==> src/hdl/krs_pkg.sv <==
// Package: command and status codes, field widths and control structs of the record store.
`default_nettype none
package krs_pkg;

   // Widths of the beat fields
   localparam int CMD_W    = 2;
   localparam int KEY_W    = 32;
   localparam int DATA_W   = 32;
   localparam int STATUS_W = 3;
   localparam int COUNT_W  = 5;

   // Command codes
   localparam logic [CMD_W-1:0] CMD_ADD    = 2'd0;
   localparam logic [CMD_W-1:0] CMD_GET    = 2'd1;
   localparam logic [CMD_W-1:0] CMD_REMOVE = 2'd2;

   // Status codes
   localparam logic [STATUS_W-1:0] ST_INSERTED = 3'd0;
   localparam logic [STATUS_W-1:0] ST_REPLACED = 3'd1;
   localparam logic [STATUS_W-1:0] ST_FOUND    = 3'd2;
   localparam logic [STATUS_W-1:0] ST_NOTFOUND = 3'd3;
   localparam logic [STATUS_W-1:0] ST_FULL     = 3'd4;

   // Commands from the controller to the datapath
   typedef struct packed {
      logic clear_wr;   // write an empty slot at the sweep address, advance
      logic load;       // capture the request beat, reset the search
      logic scan_rd;    // read the slot at the sweep address, advance
      logic commit;     // apply the update and load the result register
   } krs_ctl_type;

   // Status from the datapath to the controller
   typedef struct packed {
      logic addr_last;  // sweep address is at the last slot
      logic rd_pending; // a slot read is still being compared
   } krs_sts_type;

endpackage
`default_nettype wire

==> src/hdl/krs_channels.sv <==
// Interfaces: request and response channels of the record store.
`default_nettype none
interface krs_req_if;
   logic                        valid;
   logic                        ready;
   logic [krs_pkg::CMD_W-1:0]   cmd;
   logic [krs_pkg::KEY_W-1:0]   key_id;
   logic [krs_pkg::DATA_W-1:0]  payload_in;

   modport source (output valid, output cmd, output key_id, output payload_in,
                   input ready);
   modport sink   (input valid, input cmd, input key_id, input payload_in,
                   output ready);
endinterface

interface krs_rsp_if;
   logic                          valid;
   logic                          ready;
   logic [krs_pkg::STATUS_W-1:0]  status;
   logic [krs_pkg::DATA_W-1:0]    payload_out;
   logic [krs_pkg::COUNT_W-1:0]   used_count;
   logic [krs_pkg::COUNT_W-1:0]   free_count;

   modport source (output valid, output status, output payload_out,
                   output used_count, output free_count, input ready);
   modport sink   (input valid, input status, input payload_out,
                   input used_count, input free_count, output ready);
endinterface
`default_nettype wire

==> src/hdl/krs_ctrl.sv <==
// Controller: state machine sequencing clear, accept, scan, update and response.
`default_nettype none
module krs_ctrl (
   input  wire logic                 clock,
   input  wire logic                 reset,
   input  wire logic                 req_valid,
   output logic                      req_ready,
   output logic                      rsp_valid,
   input  wire logic                 rsp_ready,
   output krs_pkg::krs_ctl_type      ctl,
   input  wire krs_pkg::krs_sts_type sts
);
   import krs_pkg::*;

   typedef enum logic [4:0] {
      S_CLEAR = 5'b00001,
      S_IDLE  = 5'b00010,
      S_SCAN  = 5'b00100,
      S_FLUSH = 5'b01000,
      S_WRITE = 5'b10000
   } state_type;

   state_type state_ff, state_in;
   logic      rsp_valid_ff, rsp_valid_in;

   always_comb begin
      state_in  = state_ff;
      ctl       = '0;
      req_ready = 1'b0;
      case (state_ff)
         S_CLEAR: begin
            ctl.clear_wr = 1'b1;
            if (sts.addr_last) begin
               state_in = S_IDLE;
            end
         end
         S_IDLE: begin
            req_ready = 1'b1;
            if (req_valid) begin
               ctl.load = 1'b1;
               state_in = S_SCAN;
            end
         end
         S_SCAN: begin
            ctl.scan_rd = 1'b1;
            if (sts.addr_last) begin
               state_in = S_FLUSH;
            end
         end
         S_FLUSH: begin
            state_in = S_WRITE;
         end
         S_WRITE: begin
            // hold until the result register is free
            if (!sts.rd_pending && (!rsp_valid_ff || rsp_ready)) begin
               ctl.commit = 1'b1;
               state_in   = S_IDLE;
            end
         end
         default: begin
            state_in = S_CLEAR;
         end
      endcase
   end

   always_comb begin
      if (ctl.commit) begin
         rsp_valid_in = 1'b1;
      end else if (rsp_ready) begin
         rsp_valid_in = 1'b0;
      end else begin
         rsp_valid_in = rsp_valid_ff;
      end
   end

   always_ff @(posedge clock) begin
      if (reset) begin
         state_ff     <= S_CLEAR;
         rsp_valid_ff <= 1'b0;
      end else begin
         state_ff     <= state_in;
         rsp_valid_ff <= rsp_valid_in;
      end
   end

   assign rsp_valid = rsp_valid_ff;

   a_accept_scans: assert property (@(posedge clock) disable iff (reset)
      req_valid && req_ready |=> state_ff == S_SCAN)
      else $error("accepted beat did not start a scan");

   a_commit_shows: assert property (@(posedge clock) disable iff (reset)
      ctl.commit |=> rsp_valid_ff)
      else $error("commit did not present a result");

   a_write_waits: assert property (@(posedge clock) disable iff (reset)
      state_ff == S_WRITE && rsp_valid_ff && !rsp_ready |=> state_ff == S_WRITE)
      else $error("update left while the result register was full");

endmodule
`default_nettype wire

==> src/hdl/krs_dpath.sv <==
// Datapath: slot memory, sweep counter, match and free search, occupancy and result register.
`default_nettype none
module krs_dpath #(
   parameter int ENTRIES      = 16,
   parameter int PAYLOAD_BITS = 32
) (
   input  wire logic                            clock,
   input  wire logic                            reset,
   input  wire krs_pkg::krs_ctl_type            ctl,
   output krs_pkg::krs_sts_type                 sts,
   input  wire logic [krs_pkg::CMD_W-1:0]       req_cmd,
   input  wire logic [krs_pkg::KEY_W-1:0]       req_key_id,
   input  wire logic [krs_pkg::DATA_W-1:0]      req_payload_in,
   output logic      [krs_pkg::STATUS_W-1:0]    rsp_status,
   output logic      [krs_pkg::DATA_W-1:0]      rsp_payload_out,
   output logic      [krs_pkg::COUNT_W-1:0]     rsp_used_count,
   output logic      [krs_pkg::COUNT_W-1:0]     rsp_free_count
);
   import krs_pkg::*;

   localparam int AW = $clog2(ENTRIES);
   localparam int OW = $clog2(ENTRIES + 1);
   localparam int PW = PAYLOAD_BITS;
   localparam int WW = 1 + KEY_W + PW;   // valid, key, payload

   // Slot memory: one write port, one registered read port
   logic [WW-1:0]       mem_ff [ENTRIES];
   logic [WW-1:0]       rdata_ff;

   logic [AW-1:0]       addr_ff, addr_in;
   logic                rd_vld_ff;
   logic [AW-1:0]       rd_idx_ff;

   logic [CMD_W-1:0]    cmd_ff;
   logic [KEY_W-1:0]    key_ff;
   logic [PW-1:0]       pay_ff;

   logic                hit_ff, hit_in;
   logic [AW-1:0]       hit_idx_ff, hit_idx_in;
   logic [PW-1:0]       hit_pay_ff, hit_pay_in;
   logic                free_ff, free_in;
   logic [AW-1:0]       free_idx_ff, free_idx_in;

   logic [OW-1:0]       occ_ff, occ_in;

   logic [STATUS_W-1:0] status_ff, status_in;
   logic [DATA_W-1:0]   pout_ff, pout_in;
   logic [COUNT_W-1:0]  used_ff, used_in;
   logic [COUNT_W-1:0]  freec_ff, freec_in;

   logic                rd_valid_bit;
   logic [KEY_W-1:0]    rd_key;
   logic [PW-1:0]       rd_pay;

   logic                upd_wr;
   logic [AW-1:0]       upd_addr;
   logic [WW-1:0]       upd_data;
   logic                wr_en;
   logic [AW-1:0]       wr_addr;
   logic [WW-1:0]       wr_data;
   logic [31:0]         occ_ext;
   logic [31:0]         free_ext;

   assign sts.addr_last  = (addr_ff == AW'(ENTRIES - 1));
   assign sts.rd_pending = rd_vld_ff;

   // Sweep counter, shared by the clearing pass and the scan
   always_comb begin
      addr_in = addr_ff;
      if (ctl.clear_wr || ctl.scan_rd) begin
         addr_in = sts.addr_last ? '0 : addr_ff + AW'(1);
      end
   end

   assign rd_valid_bit = rdata_ff[WW-1];
   assign rd_key       = rdata_ff[WW-2 -: KEY_W];
   assign rd_pay       = rdata_ff[PW-1:0];

   // Search: first valid slot with the key, first empty slot
   always_comb begin
      hit_in      = hit_ff;
      hit_idx_in  = hit_idx_ff;
      hit_pay_in  = hit_pay_ff;
      free_in     = free_ff;
      free_idx_in = free_idx_ff;
      if (ctl.load) begin
         hit_in  = 1'b0;
         free_in = 1'b0;
      end else if (rd_vld_ff) begin
         if (rd_valid_bit && rd_key == key_ff && !hit_ff) begin
            hit_in     = 1'b1;
            hit_idx_in = rd_idx_ff;
            hit_pay_in = rd_pay;
         end
         if (!rd_valid_bit && !free_ff) begin
            free_in     = 1'b1;
            free_idx_in = rd_idx_ff;
         end
      end
   end

   // Update and result
   always_comb begin
      upd_wr    = 1'b0;
      upd_addr  = hit_idx_ff;
      upd_data  = '0;
      occ_in    = occ_ff;
      status_in = ST_NOTFOUND;
      pout_in   = '0;
      case (cmd_ff)
         CMD_ADD: begin
            if (hit_ff) begin
               upd_wr    = 1'b1;
               upd_data  = {1'b1, key_ff, pay_ff};
               status_in = ST_REPLACED;
            end else if (free_ff) begin
               upd_wr    = 1'b1;
               upd_addr  = free_idx_ff;
               upd_data  = {1'b1, key_ff, pay_ff};
               occ_in    = occ_ff + OW'(1);
               status_in = ST_INSERTED;
            end else begin
               status_in = ST_FULL;
            end
         end
         CMD_GET: begin
            if (hit_ff) begin
               pout_in   = DATA_W'(hit_pay_ff);
               status_in = ST_FOUND;
            end
         end
         CMD_REMOVE: begin
            if (hit_ff) begin
               upd_wr = 1'b1;
               if (occ_ff != '0) begin
                  occ_in = occ_ff - OW'(1);
               end
               status_in = ST_FOUND;
            end
         end
         default: begin
            status_in = ST_NOTFOUND;
         end
      endcase
      if (!ctl.commit) begin
         occ_in = occ_ff;
      end
   end

   assign occ_ext  = 32'(occ_in);
   assign free_ext = 32'(ENTRIES) - occ_ext;
   assign used_in  = occ_ext[COUNT_W-1:0];
   assign freec_in = free_ext[COUNT_W-1:0];

   assign wr_en   = ctl.clear_wr || (ctl.commit && upd_wr);
   assign wr_addr = ctl.clear_wr ? addr_ff : upd_addr;
   assign wr_data = ctl.clear_wr ? '0 : upd_data;

   always_ff @(posedge clock) begin
      if (wr_en) begin
         mem_ff[wr_addr] <= wr_data;
      end
   end

   always_ff @(posedge clock) begin
      if (ctl.scan_rd) begin
         rdata_ff <= mem_ff[addr_ff];
      end
   end

   always_ff @(posedge clock) begin
      if (reset) begin
         addr_ff   <= '0;
         rd_vld_ff <= 1'b0;
         hit_ff    <= 1'b0;
         free_ff   <= 1'b0;
         occ_ff    <= '0;
      end else begin
         addr_ff   <= addr_in;
         rd_vld_ff <= ctl.scan_rd;
         hit_ff    <= hit_in;
         free_ff   <= free_in;
         occ_ff    <= occ_in;
      end
   end

   always_ff @(posedge clock) begin
      rd_idx_ff   <= addr_ff;
      hit_idx_ff  <= hit_idx_in;
      hit_pay_ff  <= hit_pay_in;
      free_idx_ff <= free_idx_in;
      if (ctl.load) begin
         cmd_ff <= req_cmd;
         key_ff <= req_key_id;
         pay_ff <= PW'(req_payload_in);
      end
      if (ctl.commit) begin
         status_ff <= status_in;
         pout_ff   <= pout_in;
         used_ff   <= used_in;
         freec_ff  <= freec_in;
      end
   end

   assign rsp_status      = status_ff;
   assign rsp_payload_out = pout_ff;
   assign rsp_used_count  = used_ff;
   assign rsp_free_count  = freec_ff;

   a_occ_bound: assert property (@(posedge clock) disable iff (reset)
      occ_ff <= OW'(ENTRIES))
      else $error("occupancy above capacity");

   a_hit_free_apart: assert property (@(posedge clock) disable iff (reset)
      hit_ff && free_ff |-> hit_idx_ff != free_idx_ff)
      else $error("match and free slot at the same index");

   a_insert_counts: assert property (@(posedge clock) disable iff (reset)
      ctl.commit && cmd_ff == CMD_ADD && !hit_ff && free_ff
      |=> occ_ff == $past(occ_ff) + OW'(1))
      else $error("insert did not advance occupancy");

endmodule
`default_nettype wire

==> src/hdl/keyed_record_store.sv <==
// Top level: keyed record store, a fixed-capacity key to payload table.
//
//   channel   direction  handshake      beat fields
//   req_bus   in         valid / ready  cmd, key_id, payload_in
//   rsp_bus   out        valid / ready  status, payload_out, used_count, free_count
//
// An item passes through these steps: accept the beat, read every slot in turn through the
// single read port of the slot memory, compare the last slot read, then write the slot and
// load the result register. No new beat is taken until the item has written its slot.
// After reset a clearing pass writes every slot empty, with req ready low.
// The result register frees the input side: a new beat is taken while a result waits,
// and its update holds until that result has been taken.
`default_nettype none
module keyed_record_store #(
   parameter int ENTRIES      = 16,
   parameter int PAYLOAD_BITS = 32
) (
   input  wire logic clock,
   input  wire logic reset,
   krs_req_if.sink   req_bus,
   krs_rsp_if.source rsp_bus
);
   import krs_pkg::*;

   krs_ctl_type ctl;
   krs_sts_type sts;

   // Sequencing: clear sweep, accept, scan, update, result handshake
   krs_ctrl u_ctrl (
      .clock     (clock),
      .reset     (reset),
      .req_valid (req_bus.valid),
      .req_ready (req_bus.ready),
      .rsp_valid (rsp_bus.valid),
      .rsp_ready (rsp_bus.ready),
      .ctl       (ctl),
      .sts       (sts)
   );

   // Storage, search and result fields
   krs_dpath #(
      .ENTRIES      (ENTRIES),
      .PAYLOAD_BITS (PAYLOAD_BITS)
   ) u_dpath (
      .clock           (clock),
      .reset           (reset),
      .ctl             (ctl),
      .sts             (sts),
      .req_cmd         (req_bus.cmd),
      .req_key_id      (req_bus.key_id),
      .req_payload_in  (req_bus.payload_in),
      .rsp_status      (rsp_bus.status),
      .rsp_payload_out (rsp_bus.payload_out),
      .rsp_used_count  (rsp_bus.used_count),
      .rsp_free_count  (rsp_bus.free_count)
   );

endmodule
`default_nettype wire
==> src/flat_wrapper.sv <==
// flat-port wrapper written by rule: the top's interface ports become plain ports
module keyed_record_store_flat import krs_pkg::*;
#(
   parameter int ENTRIES      = 16,
   parameter int PAYLOAD_BITS = 32
)
  (clock, reset, req_bus_valid, req_bus_cmd, req_bus_key_id, req_bus_payload_in, req_bus_ready, rsp_bus_valid, rsp_bus_status, rsp_bus_payload_out, rsp_bus_used_count, rsp_bus_free_count, rsp_bus_ready);
  krs_req_if req_bus_i ();
  krs_rsp_if rsp_bus_i ();
  input  wire logic clock;
  input  wire logic reset;
  input wire logic [$bits(req_bus_i.valid)-1:0] req_bus_valid;
  input wire logic [$bits(req_bus_i.cmd)-1:0] req_bus_cmd;
  input wire logic [$bits(req_bus_i.key_id)-1:0] req_bus_key_id;
  input wire logic [$bits(req_bus_i.payload_in)-1:0] req_bus_payload_in;
  output wire logic [$bits(req_bus_i.ready)-1:0] req_bus_ready;
  output wire logic [$bits(rsp_bus_i.valid)-1:0] rsp_bus_valid;
  output wire logic [$bits(rsp_bus_i.status)-1:0] rsp_bus_status;
  output wire logic [$bits(rsp_bus_i.payload_out)-1:0] rsp_bus_payload_out;
  output wire logic [$bits(rsp_bus_i.used_count)-1:0] rsp_bus_used_count;
  output wire logic [$bits(rsp_bus_i.free_count)-1:0] rsp_bus_free_count;
  input wire logic [$bits(rsp_bus_i.ready)-1:0] rsp_bus_ready;
  assign req_bus_i.valid = req_bus_valid;
  assign req_bus_i.cmd = req_bus_cmd;
  assign req_bus_i.key_id = req_bus_key_id;
  assign req_bus_i.payload_in = req_bus_payload_in;
  assign req_bus_ready = req_bus_i.ready;
  assign rsp_bus_valid = rsp_bus_i.valid;
  assign rsp_bus_status = rsp_bus_i.status;
  assign rsp_bus_payload_out = rsp_bus_i.payload_out;
  assign rsp_bus_used_count = rsp_bus_i.used_count;
  assign rsp_bus_free_count = rsp_bus_i.free_count;
  assign rsp_bus_i.ready = rsp_bus_ready;
  keyed_record_store #(.ENTRIES(ENTRIES), .PAYLOAD_BITS(PAYLOAD_BITS)) u_core (.clock(clock), .reset(reset), .req_bus(req_bus_i), .rsp_bus(rsp_bus_i));
endmodule
==> config.mk <==
export PLATFORM = sky130hd
export DESIGN_NAME = keyed_record_store_flat
export DESIGN_NICKNAME = d
export VERILOG_FILES = /design/src/hdl/krs_pkg.sv /design/src/hdl/krs_channels.sv /design/src/hdl/krs_ctrl.sv /design/src/hdl/krs_dpath.sv /design/src/hdl/keyed_record_store.sv /design/src/flat_wrapper.sv
export SDC_FILE = /design/constraint.sdc
export NUM_CORES = 1
export LEC_CHECK = 0
export ABC_CLOCK_PERIOD_IN_PS = 8100
export BUFFER_PORTS_ARGS = -buffer_cell sky130_fd_sc_hd__buf_2
export CAP_MARGIN = 10
export CORE_AREA = 2 2 313 253
export DETAILED_ROUTE_END_ITERATION = 12
export DIE_AREA = 0 0 315 255
export GPL_ROUTABILITY_DRIVEN = 0
export PLACE_DENSITY = 0.86
export RECOVER_POWER = 50
export SYNTH_ARGS = -nofsm -noshare
export SYNTH_HDL_FRONTEND = slang
export SYNTH_HIERARCHICAL = 1
export SYNTH_SLANG_ARGS = --single-unit
==> constraint.sdc <==
create_clock -name clock -period 8.1 [get_ports clock]
set_input_delay 0.81 -clock clock [delete_from_list [all_inputs] [get_ports clock]]
set_output_delay 0.81 -clock clock [all_outputs]
set_load 0.01 [all_outputs]
==> impl_metrics.tcl <==
set metrics [dict create \
    final_nets 2276 \
    wl_um 116900 \
    ctsRootBufferMaster "clkbuf_16" \
    hold_path_class "input port to flop" \
    violations "capacitance limit, slew limit" \
    status "finished, violations left" \
    finClkSkew_ns 0.06446 \
    hold_violations 0 \
    yosysTopAreaCellShare_pct 78.28 \
    worstMarginPinSlew_ns 5.318 \
    antenna_found_initial 1 \
    worst-endpoint-arrival_ns 6.80 \
    max_freq_mhz 155.1 \
    synthArstFlopShare_pct 0 \
    drv_slew 330 \
    cts-htree-levels 3 \
    via_count 23210 \
    setup_slack_ns 1.652 \
    cts_tree "done" \
    drive_gt1_share_pct 26.46 \
    core_sq_mm 0.07770 \
    syn_inst 2035 \
    drcViolationCount 0 \
    critPathMaxFanout 80 \
    rsz0062_at_grt "no" \
    ctsHoldBuffers 0 \
    crit_slowest_cell "clkbuf_1" \
    ys_warn_count 6 \
    first_global_vias 23830 \
    grt_max_degree 135 \
    criticalPathCategory "flop to flop" \
    multi_input_area_sq_mm 0.009505 \
    post_drt_via_cell_ratio 6.982 \
    io_pins 117 \
    critPathMostFrequentCell "inv_1" \
    cp-start-kind "flop" \
    timing.final.crit_share_pct 79.60 \
    p_per_area_mw_per_mm2 280.3 \
    power.leakage_nw 16.17 \
    avgSynthCellArea_sq_um 23.66 \
    hold_depth 1 \
    track_usage_pct 29.74 \
    synth_edf_count 1255 \
    initial_core_util_pct 61.96 \
    seq_area_sq_mm 0.03813 \
    dp_hpwl_um 54810 \
    irDropWorstVdd_uv 195.6 \
    clock_sinks 1277 \
    synth-seq-area-share_pct 79.20 \
    fp-row-count 92 \
    yosys-top-cells-area "edfxtp_1 78%, mux4_2 15%, dfxtp_1 0.91%" \
    fp.dieW_um 315 \
    area_delta_synth_final_pct 10.86 \
    max-slew-margin-rel_pct -254.5 \
    cts_buffer_depth 3 \
    dieArea_sq_mm 0.08033 \
    setup_viol 0 \
    grt_overflow 0 \
    grt_first_pass_wirelength_um 168300 \
    ys_ff_latch 1277 \
    final_antenna_net_count 0 \
    cts_made_buffers 110 \
    rr_worst_depth 6 \
    synth_top_cell_by_area "edfxtp_1" \
    cap_violations 6 \
    worstPathCellList "inv_1 > ha_1 > inv_1 > nor3_1 > clkbuf_1 > and2_0" \
    drt-initial-drc-count 3789 \
    die_height_um 255 \
    synth.distinct_cells 57 \
    post_drt_wl_per_cell_um 35.17 \
    pre_cts_ws_ns 3.409 \
    setup-tns-final_ns 0 \
    cts_setup_buffers 0 \
    syn-num-nets 2114 \
    syn_area_sq_mm 0.04814 \
    clkSlewWorstSetupHoldPaths_ns 0.07 \
    cp-end-kind "flop" \
    synth_flop_cell "edfxtp_1" \
    clk_latency_ns 0.71 \
    cts_resized 0 \
    worst-endpoint-required_ns 8.45 \
    min_period_ns 6.448 \
    antennaDiodeCount 0 \
    fillers 4178 \
    port_buffers 116 \
    drtPass1Iterations 7 \
    critical_path.max_stage_delay_ns 3.72 \
]
-- path summary, 6_finish.rpt --
kind | end | start | slack [ns]
worst max register to register | u_core/u_dpath/mem_ff[0][43] | u_core/u_dpath/cmd_ff[0] | 1.65
worst min register to register | u_core/u_dpath/hit_pay_ff[7] | u_core/u_dpath/rdata_ff[7] | 0.42
worst min-delay path | u_core/u_dpath/key_ff[13] | req_bus_key_id[13] | 0.28
worst max-delay path | u_core/u_dpath/mem_ff[0][43] | u_core/u_dpath/cmd_ff[0] | 1.65
-- power by group --
part           switching, mW  internal [mW]  leakage (nW)
clock                   2.41           2.89          1.76
sequential             0.213           7.71          11.2
combinational          0.892          0.843          3.22
-- kinds of logic after synthesis --
logic type                 synth area share [%]
buffers and inverters                     1.313
DFF                                       79.20
muxes                                     15.40
xor gates and xnor gates                 0.7096
AOI/OAI and AO/OA                        0.6238
and+or+nand+nor                           2.521
adders and majority gates                0.2339
-- registers in the layout, indices dropped and copies added (netlist names), 2 cells and up --
name                            count
u_core/u_dpath/rsp_used_count       5
u_core/u_ctrl/state_ff              5
u_core/u_dpath/hit_idx_ff           4
u_core/u_dpath/hit_pay_ff          32
u_core/u_dpath/cmd_ff               2
u_core/u_dpath/addr_ff              4
u_core/u_dpath/rsp_status           3
u_core/u_dpath/free_idx_ff          4
u_core/u_dpath/pay_ff              32
u_core/u_dpath/rd_idx_ff            4
u_core/u_dpath/rdata_ff            65
u_core/u_dpath/rsp_free_count       4
u_core/u_dpath/key_ff              32
u_core/u_dpath/mem_ff            1040
u_core/u_dpath/occ_ff               5
u_core/u_dpath/rsp_payload_out     32
-- metal layers --
| layer | vias to the layer above | track usage (%) | share of wire (%) |
|---|---|---|---|
| li1 | 8880 | - | - |
| met1 | 12030 | 40.03 | 34 |
| met2 | 1953 | 49.56 | 51 |
| met3 | 339 | 5.777 | 11 |
| met4 | 2 | 10.57 | 3.8 |
| met5 | - | 0 | 0.0094 |
-- through the flow --
stage	instance area, sq um	power, mW	util, %	cells	hold WS, ns
after floorplan	48140	9.188	-	2035	0.3290
after global placement	49880	9.544	64.19	3115	0.4019
after detailed placement	49880	9.661	64.19	3115	0.4074
after CTS	53440	14.97	68.78	3320	0.2540
after global routing	53370	15.28	68.68	3324	0.2737
final	53370	14.96	68.68	3324	0.2787
-- synthesized netlist by cell type, types with 2 or more instances --
master and count:
mux4_2 325, xnor2_1 33, nor3_1 10, inv_1 16
ha_1 9, dfxtp_1 22, nor4_1 4, nor3b_1 5
o21a_1 2, edfxtp_1 1255, nor2b_1 5, mux2i_1 6
nand2_1 8, or3_1 2, buf_2 18, a211oi_1 2
clkbuf_1 49, and3b_1 2, a31oi_1 4, o21ai_0 15
and2_1 65, and3_1 34, mux2_2 3, a21bo_2 2
nor3_2 2, buf_4 12, nor4b_1 2, nand3_1 11
buf_6 15, o211ai_1 2, nand4_1 10, buf_1 7
a21oi_1 9, nor2_1 40, xor2_1 6, nand3b_1 2
-- layout by cell type, fill, tap and decap left out, types with 8 or more instances in the layout --
master / n
edfxtp_1: 1255
mux4_2: 325
clkbuf_16: 111
clkbuf_1: 77
buf_2: 59
and2_0: 57
and3_1: 34
xnor2_1: 33
clkinv_1: 30
buf_4: 28
clkinv_2: 27
nor2_1: 23
dfxtp_1: 20
nor2_4: 17
inv_1: 16
o21ai_0: 15
bufinv_16: 11
nand3_1: 11
nor3_1: 11
nand4_1: 10
a21oi_1: 9
ha_1: 9
nand2_1: 8
and2_1: 8
-- area by class of cell --
cell class	instances	share of cell area [%]
multi-input cells	638	17.81
clock inverters	75	1.282
inverters	18	0.1313
flip-flops and latches	1277	71.46
well taps	1034	2.424
repair buffers	152	1.498
clock buffers	130	5.395
-- critical path, delay by kind of cell (launching register included) --
family,cells,cell delay (ns)
adder cells (fa/ha/maj),1,0.34
AND/OR/NAND/NOR,2,1.23
buffers and inverters,3,4.07
flip-flops,1,0.44
Note: power is estimated with default switching activity, not from simulation.
